File: config.mk
export PLATFORM = sky130hd
export DESIGN_NAME = hash_keyed_table
export DESIGN_NICKNAME = d
export VERILOG_FILES = /design/src/rtl/hkt_pkg.sv /design/src/rtl/hkt_cell.sv /design/src/rtl/hash_keyed_table.sv
export SDC_FILE = /design/constraint.sdc
export NUM_CORES = 2
export LEC_CHECK = 0
export ABC_CLOCK_PERIOD_IN_PS = 11160
export BUFFER_PORTS_ARGS = -buffer_cell sky130_fd_sc_hd__buf_2
export CAP_MARGIN = 20
export CORE_ASPECT_RATIO = 0.6
export CORE_MARGIN = 2
export CORE_UTILIZATION = 50
export CTS_CLUSTER_DIAMETER = 100
export DETAILED_ROUTE_END_ITERATION = 7
export GPL_TIMING_DRIVEN = 0
export PLACE_DENSITY = 0.61
export SLEW_MARGIN = 20
export SYNTH_ARGS = -nofsm -noshare
export SYNTH_HDL_FRONTEND = slang
export SYNTH_SLANG_ARGS = --single-unit
File: constraint.sdc
create_clock -name clk -period 11.16 [get_ports clk]
set_input_delay 0.558 -clock clk [delete_from_list [all_inputs] [get_ports clk]]
set_output_delay 0.558 -clock clk [all_outputs]
set_load 0.05 [all_outputs]
File: src/rtl/hkt_pkg.sv
package hkt_pkg;

  localparam logic [63:0] FnvBasis = 64'hcbf29ce484222325;
  localparam logic [63:0] FnvPrime = 64'h00000100000001b3;

  localparam logic [1:0] KindGet = 2'd0;
  localparam logic [1:0] KindIns = 2'd1;
  localparam logic [1:0] KindDel = 2'd2;

  typedef struct packed {
    logic [1:0]  kind;
    logic [7:0]  key_byte;
    logic        key_last;
    logic [31:0] value;
  } cmd_t;

  typedef struct packed {
    logic [31:0] read_value;
    logic        hit;
    logic        dropped;
  } result_t;

  // control part of the token that walks the cell chain
  typedef struct packed {
    logic       vld;
    logic       fill;   // 0: match pass, 1: free-slot fill pass
    logic [1:0] kind;
    logic       found;  // match seen (match pass) or slot taken (fill pass)
  } tok_ctl_t;

  // one FNV-1a byte step; the prime has few set bits, so this is a shift-add
  function automatic logic [63:0] fnv_step(input logic [63:0] h, input logic [7:0] b);
    logic [63:0] x;
    logic [63:0] acc;
    x   = h ^ {56'd0, b};
    acc = '0;
    for (int i = 0; i < 64; i++) begin
      if (FnvPrime[i]) begin
        acc = acc + (x << i);
      end
    end
    return acc;
  endfunction

endpackage

File: src/rtl/hkt_cell.sv
module hkt_cell #(
  parameter int DATA_WIDTH = 32
) (
  input  logic                  clk,
  input  logic                  rst,
  input  hkt_pkg::tok_ctl_t     ctl_in,
  input  logic [63:0]           hash_in,
  input  logic [DATA_WIDTH-1:0] data_in,
  input  logic [DATA_WIDTH-1:0] rd_in,
  output hkt_pkg::tok_ctl_t     ctl_out,
  output logic [63:0]           hash_out,
  output logic [DATA_WIDTH-1:0] data_out,
  output logic [DATA_WIDTH-1:0] rd_out
);
  import hkt_pkg::*;

  logic                  valid;
  logic [63:0]           entry_hash;
  logic [DATA_WIDTH-1:0] entry_data;
  logic                  hit_here;
  logic                  take_here;
  tok_ctl_t              ctl_next;

  assign hit_here  = ctl_in.vld && !ctl_in.fill && !ctl_in.found && valid &&
                     (entry_hash == hash_in);
  assign take_here = ctl_in.vld && ctl_in.fill && !ctl_in.found && !valid;

  always_comb begin
    ctl_next       = ctl_in;
    ctl_next.found = ctl_in.found | hit_here | take_here;
  end

  always_ff @(posedge clk) begin
    if (rst) begin
      valid <= 1'b0;
    end else if (take_here) begin
      valid <= 1'b1;
    end else if (hit_here && ctl_in.kind == KindDel) begin
      valid <= 1'b0;
    end
  end

  always_ff @(posedge clk) begin
    if (take_here) begin
      entry_hash <= hash_in;
    end
    if (take_here || (hit_here && ctl_in.kind == KindIns)) begin
      entry_data <= data_in;
    end
  end

  always_ff @(posedge clk) begin
    if (rst) begin
      ctl_out <= '0;
    end else begin
      ctl_out <= ctl_next;
    end
  end

  always_ff @(posedge clk) begin
    hash_out <= hash_in;
    data_out <= data_in;
    rd_out   <= (hit_here && ctl_in.kind == KindGet) ? entry_data : rd_in;
  end

endmodule

File: src/rtl/hash_keyed_table.sv
// Keyed table addressed by a 64-bit FNV-1a hash of a streamed key. Each
// transfer (start high while busy is low) carries one key byte; a byte that
// is not the last folds into the running hash register and busy stays
// low. On the last byte the finished hash walks a chain of ENTRIES cells,
// one cell per cycle, each cell holding one entry and comparing it as the
// token passes. The result is registered from the tail of the chain and is
// taken at the edge that ends the cycle in which done is high; an insert
// that finds no match makes a second walk through the chain to claim the
// lowest free cell before its result is registered. busy is high from the
// last-byte transfer until the result is registered, so the next transfer
// can land at the edge that takes the result. Each result is shown for
// exactly one cycle with done high and the receiver cannot stall it. A get
// returns the stored value or zero, hit reports a matching entry, dropped
// flags an insert into a full table.
module hash_keyed_table #(
  parameter int ENTRIES    = 16,
  parameter int DATA_WIDTH = 32
) (
  input  logic             clk,
  input  logic             rst,
  input  logic             start,
  output logic             busy,
  input  hkt_pkg::cmd_t    cmd,
  output logic             done,
  output hkt_pkg::result_t result
);
  import hkt_pkg::*;

  // bits of the 32-bit value that survive into storage, and back out
  localparam int CW = (DATA_WIDTH < 32) ? DATA_WIDTH : 32;

  typedef enum logic [2:0] {
    S_IDLE   = 3'b001,
    S_SEARCH = 3'b010,
    S_FILL   = 3'b100
  } state_t;

  state_t state;
  state_t state_next;

  logic [63:0]           running_hash;
  logic [63:0]           hash_step;
  logic                  accept;
  logic                  launch;
  logic                  relaunch;
  logic                  emit;
  logic [DATA_WIDTH-1:0] data_new;

  // the chain: index 0 is the head input, index ENTRIES the tail output
  tok_ctl_t              ctl_c  [0:ENTRIES];
  logic [63:0]           hash_c [0:ENTRIES];
  logic [DATA_WIDTH-1:0] data_c [0:ENTRIES];
  logic [DATA_WIDTH-1:0] rd_c   [0:ENTRIES];
  logic [ENTRIES-1:0]    tok_vld;

  tok_ctl_t tail;

  assign busy      = (state != S_IDLE);
  assign accept    = start && !busy;
  assign launch    = accept && cmd.key_last;
  assign hash_step = fnv_step(running_hash, cmd.key_byte);
  assign data_new  = DATA_WIDTH'(cmd.value[CW-1:0]);
  assign tail      = ctl_c[ENTRIES];

  // insert that missed on the match walk goes round again to fill
  assign relaunch = tail.vld && !tail.fill && tail.kind == KindIns && !tail.found;
  assign emit     = tail.vld && !relaunch;

  // running hash: restarts at the basis once a key is complete
  always_ff @(posedge clk) begin
    if (rst) begin
      running_hash <= FnvBasis;
    end else if (accept) begin
      running_hash <= cmd.key_last ? FnvBasis : hash_step;
    end
  end

  // chain head: a fresh key or the fill walk of a missed insert
  always_comb begin
    ctl_c[0]  = '0;
    hash_c[0] = hash_step;
    data_c[0] = data_new;
    rd_c[0]   = '0;
    if (relaunch) begin
      ctl_c[0].vld  = 1'b1;
      ctl_c[0].fill = 1'b1;
      ctl_c[0].kind = tail.kind;
      hash_c[0]     = hash_c[ENTRIES];
      data_c[0]     = data_c[ENTRIES];
    end else if (launch) begin
      ctl_c[0].vld  = 1'b1;
      ctl_c[0].kind = cmd.kind;
    end
  end

  for (genvar i = 0; i < ENTRIES; i++) begin : g_cell
    hkt_cell #(
      .DATA_WIDTH(DATA_WIDTH)
    ) u_cell (
      .clk     (clk),
      .rst     (rst),
      .ctl_in  (ctl_c[i]),
      .hash_in (hash_c[i]),
      .data_in (data_c[i]),
      .rd_in   (rd_c[i]),
      .ctl_out (ctl_c[i+1]),
      .hash_out(hash_c[i+1]),
      .data_out(data_c[i+1]),
      .rd_out  (rd_c[i+1])
    );
    assign tok_vld[i] = ctl_c[i+1].vld;
  end

  always_comb begin
    state_next = state;
    case (state)
      S_IDLE: begin
        if (launch) state_next = S_SEARCH;
      end
      S_SEARCH: begin
        if (relaunch) begin
          state_next = S_FILL;
        end else if (emit) begin
          state_next = S_IDLE;
        end
      end
      S_FILL: begin
        if (emit) state_next = S_IDLE;
      end
      default: state_next = S_IDLE;
    endcase
  end

  always_ff @(posedge clk) begin
    if (rst) begin
      state <= S_IDLE;
      done  <= 1'b0;
    end else begin
      state <= state_next;
      done  <= emit;
    end
  end

  // result register; a fill walk reports a miss and whether a slot was found
  always_ff @(posedge clk) begin
    if (emit) begin
      if (tail.fill) begin
        result <= '{read_value: 32'd0, hit: 1'b0, dropped: ~tail.found};
      end else begin
        result <= '{read_value: 32'(rd_c[ENTRIES][CW-1:0]),
                    hit:        tail.found,
                    dropped:    1'b0};
      end
    end
  end

`ifndef ASSERT_OFF
  a_one_token: assert property (@(posedge clk) disable iff (rst) $onehot0(tok_vld))
    else $error("more than one token in the cell chain");
  a_tail_busy: assert property (@(posedge clk) disable iff (rst) tail.vld |-> busy)
    else $error("token left the chain while idle");
  a_done_work: assert property (@(posedge clk) disable iff (rst) done |-> $past(busy))
    else $error("result without a key in flight");
  a_byte_fast: assert property (@(posedge clk) disable iff (rst)
      (start && !busy && !cmd.key_last) |=> !busy)
    else $error("inner key byte held the block busy");
  a_fill_path: assert property (@(posedge clk) disable iff (rst)
      relaunch |-> (state == S_SEARCH))
    else $error("fill walk started outside the match walk");
`endif

endmodule
Word level (Yosys, flattened, before mapping)
Cells that the tools add are included.
- bits in registers: 3782
- bits in latches: 0
- RAM bits: 0
- bits in read-only memories: 0
- bits of input ports: 46
- output and inout port bits: 36
- logic and storage cells: 581
- memories: 0
- add/subtract/negate cells: 6
- $mul: 0
- div/mod/pow operators: 0
- magnitude comparators: 0
- eq/ne operators: 54
- shift-type cells: 0
- muxes and demuxes: 59
- bitwise gates (word level): 33
- reduce and logical (&&, ||, !) cells: 263
- operators with widths (operator ; count):
    $eq 64x64->1 ; 16
    $mux 32 ; 16
    $add 64x64->64 ; 6
    $logic_and 1x1->1 ; 164
    $mux 64 ; 2
    $xor 64x8->64 ; 1
    $logic_not 1->1 ; 51
    $mux 1 ; 35
    $eq 2x1->1 const B ; 17
    $eq 2x2->1 const B ; 16
    $logic_not 2->1 ; 16
    $reduce_bool 2->1 ; 16
    $or 1x1->1 ; 31
    $logic_or 1x1->1 ; 16
    $mux 3 ; 3
    $pmux 3 s3 ; 1
    $mux 2 ; 2
    $eq 3x1->1 const B ; 1
    $eq 3x2->1 const B ; 1
    $eq 3x3->1 const B ; 1
    $ne 3x1->1 const B ; 1
    $ne 2x2->1 const B ; 1
    $not 1->1 ; 1

Longest topological paths before layout
- depth after elaboration: 13
- gate-level depth with buffers: 25
- mapped depth without buffers: 23

By module
From an unflattened synthesis, not the netlist that was laid out.
- cell total of the unflattened synthesis: 7674
- area, all modules: 123733.7 sq um
- by module, submodules not included (module ; instances ; cells an instance ; area each (sq um) ; sequential area each (sq um)):
    hkt_cell ; 16 ; 366 ; 6770.2 ; 5565.3
    hash_keyed_table ; 1 ; 1818 ; 15409.8 ; 2382.3

Least setup slack after synthesis
Ideal clock, no wire load.
- path type: reg2reg
- start point: reg g_cell[12].u_cell.ctl_out[3] (netlist name)
- end point: reg g_cell[13].u_cell.entry_data[0], enable pin
- setup time: 0.388 ns
- arrival: 7.547 ns
- data required time: 10.772 ns
- path slack: 3.225 ns
- cell stages (with the launch flop): 3
- buffers on the path: 0
- clock period less this slack: 7.935 ns
- cells stage by stage: dfxtp_1 nor4bb_1 a21o_1
- elaborated cells on any way between the ends: 10
- those cells by class: reduce/logical (10)
- RTL lines (what ; line ; RTL):
    start: declaration ; hkt_cell.sv:10 ; output hkt_pkg::tok_ctl_t ctl_out,
    start signal: assignment ; hkt_cell.sv:56 ; ctl_out <= ctl_next;
    $logic_and 1x1->1 (3 in series) ; hkt_cell.sv:26 ; assign take_here = ctl_in.vld && ctl_in.fill && !ctl_in.found && !valid;
    via g_cell[13].u_cell.take_here ; hkt_cell.sv:21 ; logic take_here;
    $logic_or 1x1->1 ; hkt_cell.sv:47 ; if (take_here || (hit_here && ctl_in.kind == KindIns)) begin
    end signal: assignment ; hkt_cell.sv:48 ; entry_data <= data_in;
    end: declaration ; hkt_cell.sv:19 ; logic [DATA_WIDTH-1:0] entry_data;
The timed path passes the listed nets, and every way through them passes these cells.
A chain may end at the register's enable or synchronous reset.

Worst setup path in the final report
- start point: reg running_hash[0]
- end point: reg g_cell[0].u_cell.entry_data[26], enable pin
- cells in the longest elaborated chain, start to end: 12
- ends and longest elaborated chain (what ; line ; RTL):
    start: declaration ; hash_keyed_table.sv:41 ; logic [63:0] running_hash;
    start signal: assignment ; hash_keyed_table.sv:72 ; running_hash <= FnvBasis;
    start signal: assignment ; hash_keyed_table.sv:74 ; running_hash <= cmd.key_last ? FnvBasis : hash_step;
    $xor 64x8->64 * ; hkt_pkg.sv:35 ; x = h ^ {56'd0, b};
    $add 64x64->64 (4 in series) ; hkt_pkg.sv:39 ; acc = acc + (x << i);
    $add 64x64->64 * (2 in series) ; hkt_pkg.sv:39 ;
    $mux 64 * ; hash_keyed_table.sv:84 ; if (relaunch) begin
    via g_cell[0].u_cell.hash_in[22] ; hkt_cell.sv:7 ; input logic [63:0] hash_in,
    $eq 64x64->1 * ; hkt_cell.sv:25 ; (entry_hash == hash_in);
    $logic_and 1x1->1 * ; hkt_cell.sv:24 ; assign hit_here = ctl_in.vld && !ctl_in.fill && !ctl_in.found && valid &&
    $logic_and 1x1->1 * ; hkt_cell.sv:47 ;
    $logic_or 1x1->1 * ; hkt_cell.sv:47 ;
    end signal: assignment ; hkt_cell.sv:48 ;
    end: declaration ; hkt_cell.sv:19 ;
Mark *: on every way through the listed nets, which the timed path passes. The rest lies on a longest branch.

==> metrics.md <==
| Metric | Value |
|---|---|
| Drt first pass iters | 6 |
| Relative slew margins | 0.0841 |
| Netlist cell types | 94 |
| Tightest Pin Transition | 1370 ps |
| Critical Path Sink Type | register |
| Chip width | 650 um |
| Met2 WL | 107000 um |
| Drt wl/cell | 27.9 um |
| Critical path type | reg -> reg |
| Pins over their slew limit | 0 |
| Period minus WS final | 10180 ps |
| Final Hold Vio Count | 0 |
| Sequential share of the synthesized area | 0.731 |
| Max Cap Viol | 0 |
| DRT iter0 DRCs | 8566 |
| Status | finished clean |
| Port Buffer Count | 80 |
| Hold-critical path depth | 3 |
| Clk root buf | clkbuf_16 |
| Total CTS buffers | 326 |
| Place WS | 979 ps |
| Worst Setup SP | running_hash[0] |
| Largest net degree at the start of global routing | 45 |
| H-tree levels | 5 |
| Setup WS post-layout | 984 ps |
| Gate Count Post-Synth | 8043 |
| FFs w/ async S/R, synth | 0 |
| CTS sink count | 3782 |
| Clock insertion delay at the later pin of the skew report | 870 ps |
| Initial core utilization | 0.502 |
| GR Util All Layers | 0.265 |
| Synth area leader | edfxtp_1 |
| Io pins | 82 |
| Synth warn | 0 |
| DIE AREA | 254000 um2 |
| Worst setup path end | g_cell[0].u_cell.entry_data[26] |
| Height of the die | 391 um |
| Global placer's final weighted congestion | 0.961 |
| Post-synth EDFFs | 1570 |
| Count leader, synth | dfxtp_1 |
| Metal-1 WL | 184000 um |
| Skew final | 55.8 ps |
| Nets | 8978 |
| First-pass GRT wire length | 474000 um |
| Mean Syn Cell Area | 15.5 um2 |
| Top Metal Used | met4 |
| Final Core Density | 0.570 |
| Vias in the first global route | 61900 |
| Detail Placement HPWL | 265000 um |
| DRC | 0 |
| Final period util | 0.912 |
| Required time of the critical path | 11710 ps |
| #FFs+latches synth | 3782 |
| # setup viols final | 0 |
| Layout area overhead | 13.5% |
| Post-CTS sizing | 0 |
| Worst Hold Slack | 71.5 ps |
| Clock-pin slew on the worst setup and hold paths | 70 ps |
| Grt ovf | 0 |
| Reg2reg start | running_hash[0] |
| Antenna violations before repair | 44 |
| F_max | 98.3 MHz |
| RSZ-0062 raised after global routing | false |
| Post-synthesis cell area | 125000 um2 |
| CTS max path bufs | 4 |
| Routed wire length | 339000 um |
| Min-Delay Path Class | in -> reg |
| Reg2Reg Setup Slack | 980 ps |
| Share of layout cells above drive strength 1 | 0.150 |
| Met3 Routed Length | 44300 um |
| CP max FO | 20 |
| Synth Flop Type | dfxtp_1 |
| Via Count | 65100 |
| Top cells by area, synth | edfxtp_1 38%, dfxtp_1 35%, xor2_1 5.1%, mux2_2 4.4%, fa_1 3.9% |
| Vias/cell | 5.35 |
| Antenna viol nets, final | 0 |
| CP arrival | 10730 ps |
| Num rows | 142 |
| Syn Nets | 8444 |
| Startpoint Class | register |
| Post-synth top area share | 0.377 |
| RR Endpoint | g_cell[0].u_cell.entry_data[26] |
| Worst R2R Path Depth | 22 |
| Top cells by count, synth | 2212 x dfxtp_1, 1570 x edfxtp_1, 735 x xor2_1 |
| CTS tree | built |
| Core region area | 249000 um2 |
## area by class of cell
type / count / area, um2
clock buffers: 465 / 9410
well taps: 3312 / 4140
inverters: 470 / 1770
repair buffers: 206 / 1760
clock inverters: 129 / 1210
fillers: 19500 / 107000
plain buffers: 153 / 631
flip-flops and latches: 3782 / 91400
diodes: 11 / 27.5
multi-input cells: 3638 / 31500
## cell usage in the layout (no fill, tap or decap), types with 47 or more instances in the layout
cell type | synthesis | layout
nand2_1 | 331 | 328
nor2_1 | 180 | 178
clkbuf_16 | 0 | 338
buf_2 | 13 | 103
buf_4 | 2 | 50
inv_1 | 469 | 465
nand4_1 | 139 | 139
xor2_1 | 735 | 732
xnor2_1 | 330 | 328
a21oi_1 | 159 | 159
dfxtp_1 | 2212 | 2212
nor3_1 | 84 | 79
mux2_2 | 489 | 489
fa_1 | 245 | 245
ha_1 | 110 | 110
clkbuf_8 | 0 | 47
edfxtp_1 | 1570 | 1570
clkinv_2 | 0 | 51
o21ai_0 | 87 | 85
nor4_1 | 188 | 186
clkbuf_1 | 130 | 204
nor2b_1 | 108 | 108
## worst max-delay path, stage by stage (launching register included)
cell and delay, ps:
dfxtp_1 370, xor2_1 820, inv_1 600, xnor2_1 270, ha_1 230, a21o_1 170
fa_1 540, fa_1 420, ha_1 290, ha_1 340, a21oi_1 230, o21ai_0 210
o211ai_1 760, nand3_1 480, xnor2_1 560, o21ai_1 240, xor2_1 200, or4_1 580
nor4_1 840, nand4_1 530, nor3_2 390, a21o_2 500, buf_12 240
## stage by stage
| stage | cells | area, um2 | TNS (ps) |
|---|---|---|---|
| 3_3_place_gp | 11400 | 130000 | -67360 |
| 6_report | 12200 | 142000 | 0 |
| 3_5_place_dp | 11500 | 131000 | 0 |
| 4_1_cts | 12200 | 142000 | 0 |
| 2_1_floorplan | 8043 | 125000 | 0 |
| 5_1_grt | 12200 | 142000 | 0 |
## state kept, by name, indices dropped and copies added (netlist names)
signal and cells:
g_cell.u_cell.data_out 512, running_hash 64, g_cell.u_cell.ctl_out 80, g_cell.u_cell.entry_hash 1024, g_cell.u_cell.valid 16, g_cell.u_cell.hash_out 1024, done 1, state 3
g_cell.u_cell.rd_out 512, g_cell.u_cell.entry_data 512, result 34
## layer usage
layer  global-route usage  vias to the layer above
li1                     -                    29000
met1                0.484                    33100
met2                0.276                     2768
met3               0.0938                      295
met4               0.0380                        0
met5                    0                        -
## worst min-delay path by stage
stage / start / end / slack [ps]
2_1_floorplan: g_cell[9].u_cell.data_out[0] / g_cell[10].u_cell.data_out[0] / 330
3_3_place_gp: g_cell[0].u_cell.data_out[5] / g_cell[1].u_cell.data_out[5] / 330
3_5_place_dp: g_cell[0].u_cell.data_out[23] / g_cell[1].u_cell.data_out[23] / 330
4_1_cts: cmd[7] / g_cell[0].u_cell.data_out[7] / 3
5_1_grt: cmd[7] / g_cell[0].u_cell.data_out[7] / 30
6_report: cmd[7] / g_cell[0].u_cell.data_out[7] / 70
## what timing repair did
item                                   CTS  global route
endpoints found under the hold margin   15             0
buffers inserted                         0             0
setup endpoints to repair                0             0
hold buffers                            12             0
## cell families (layout without fill, tap and decap cells)
| kind of cell | count (synthesis) | after routing | share of synthesized area |
|---|---|---|---|
| muxes | 501 | 501 | 0.0451 |
| DFF | 3782 | 3782 | 0.731 |
| other | 0 | 11 | 0 |
| xor gates and xnor gates | 1068 | 1068 | 0.0751 |
| AOI/OAI and AO/OA | 498 | 498 | 0.0259 |
| adders and majority gates | 355 | 355 | 0.0502 |
| buffers and inverters | 623 | 1423 | 0.0191 |
| and+or+nand+nor | 1216 | 1216 | 0.0532 |
Power is left out: the tool's default activity adds up to more than one toggle a clock period on the data nets, which glitch-free logic cannot reach.
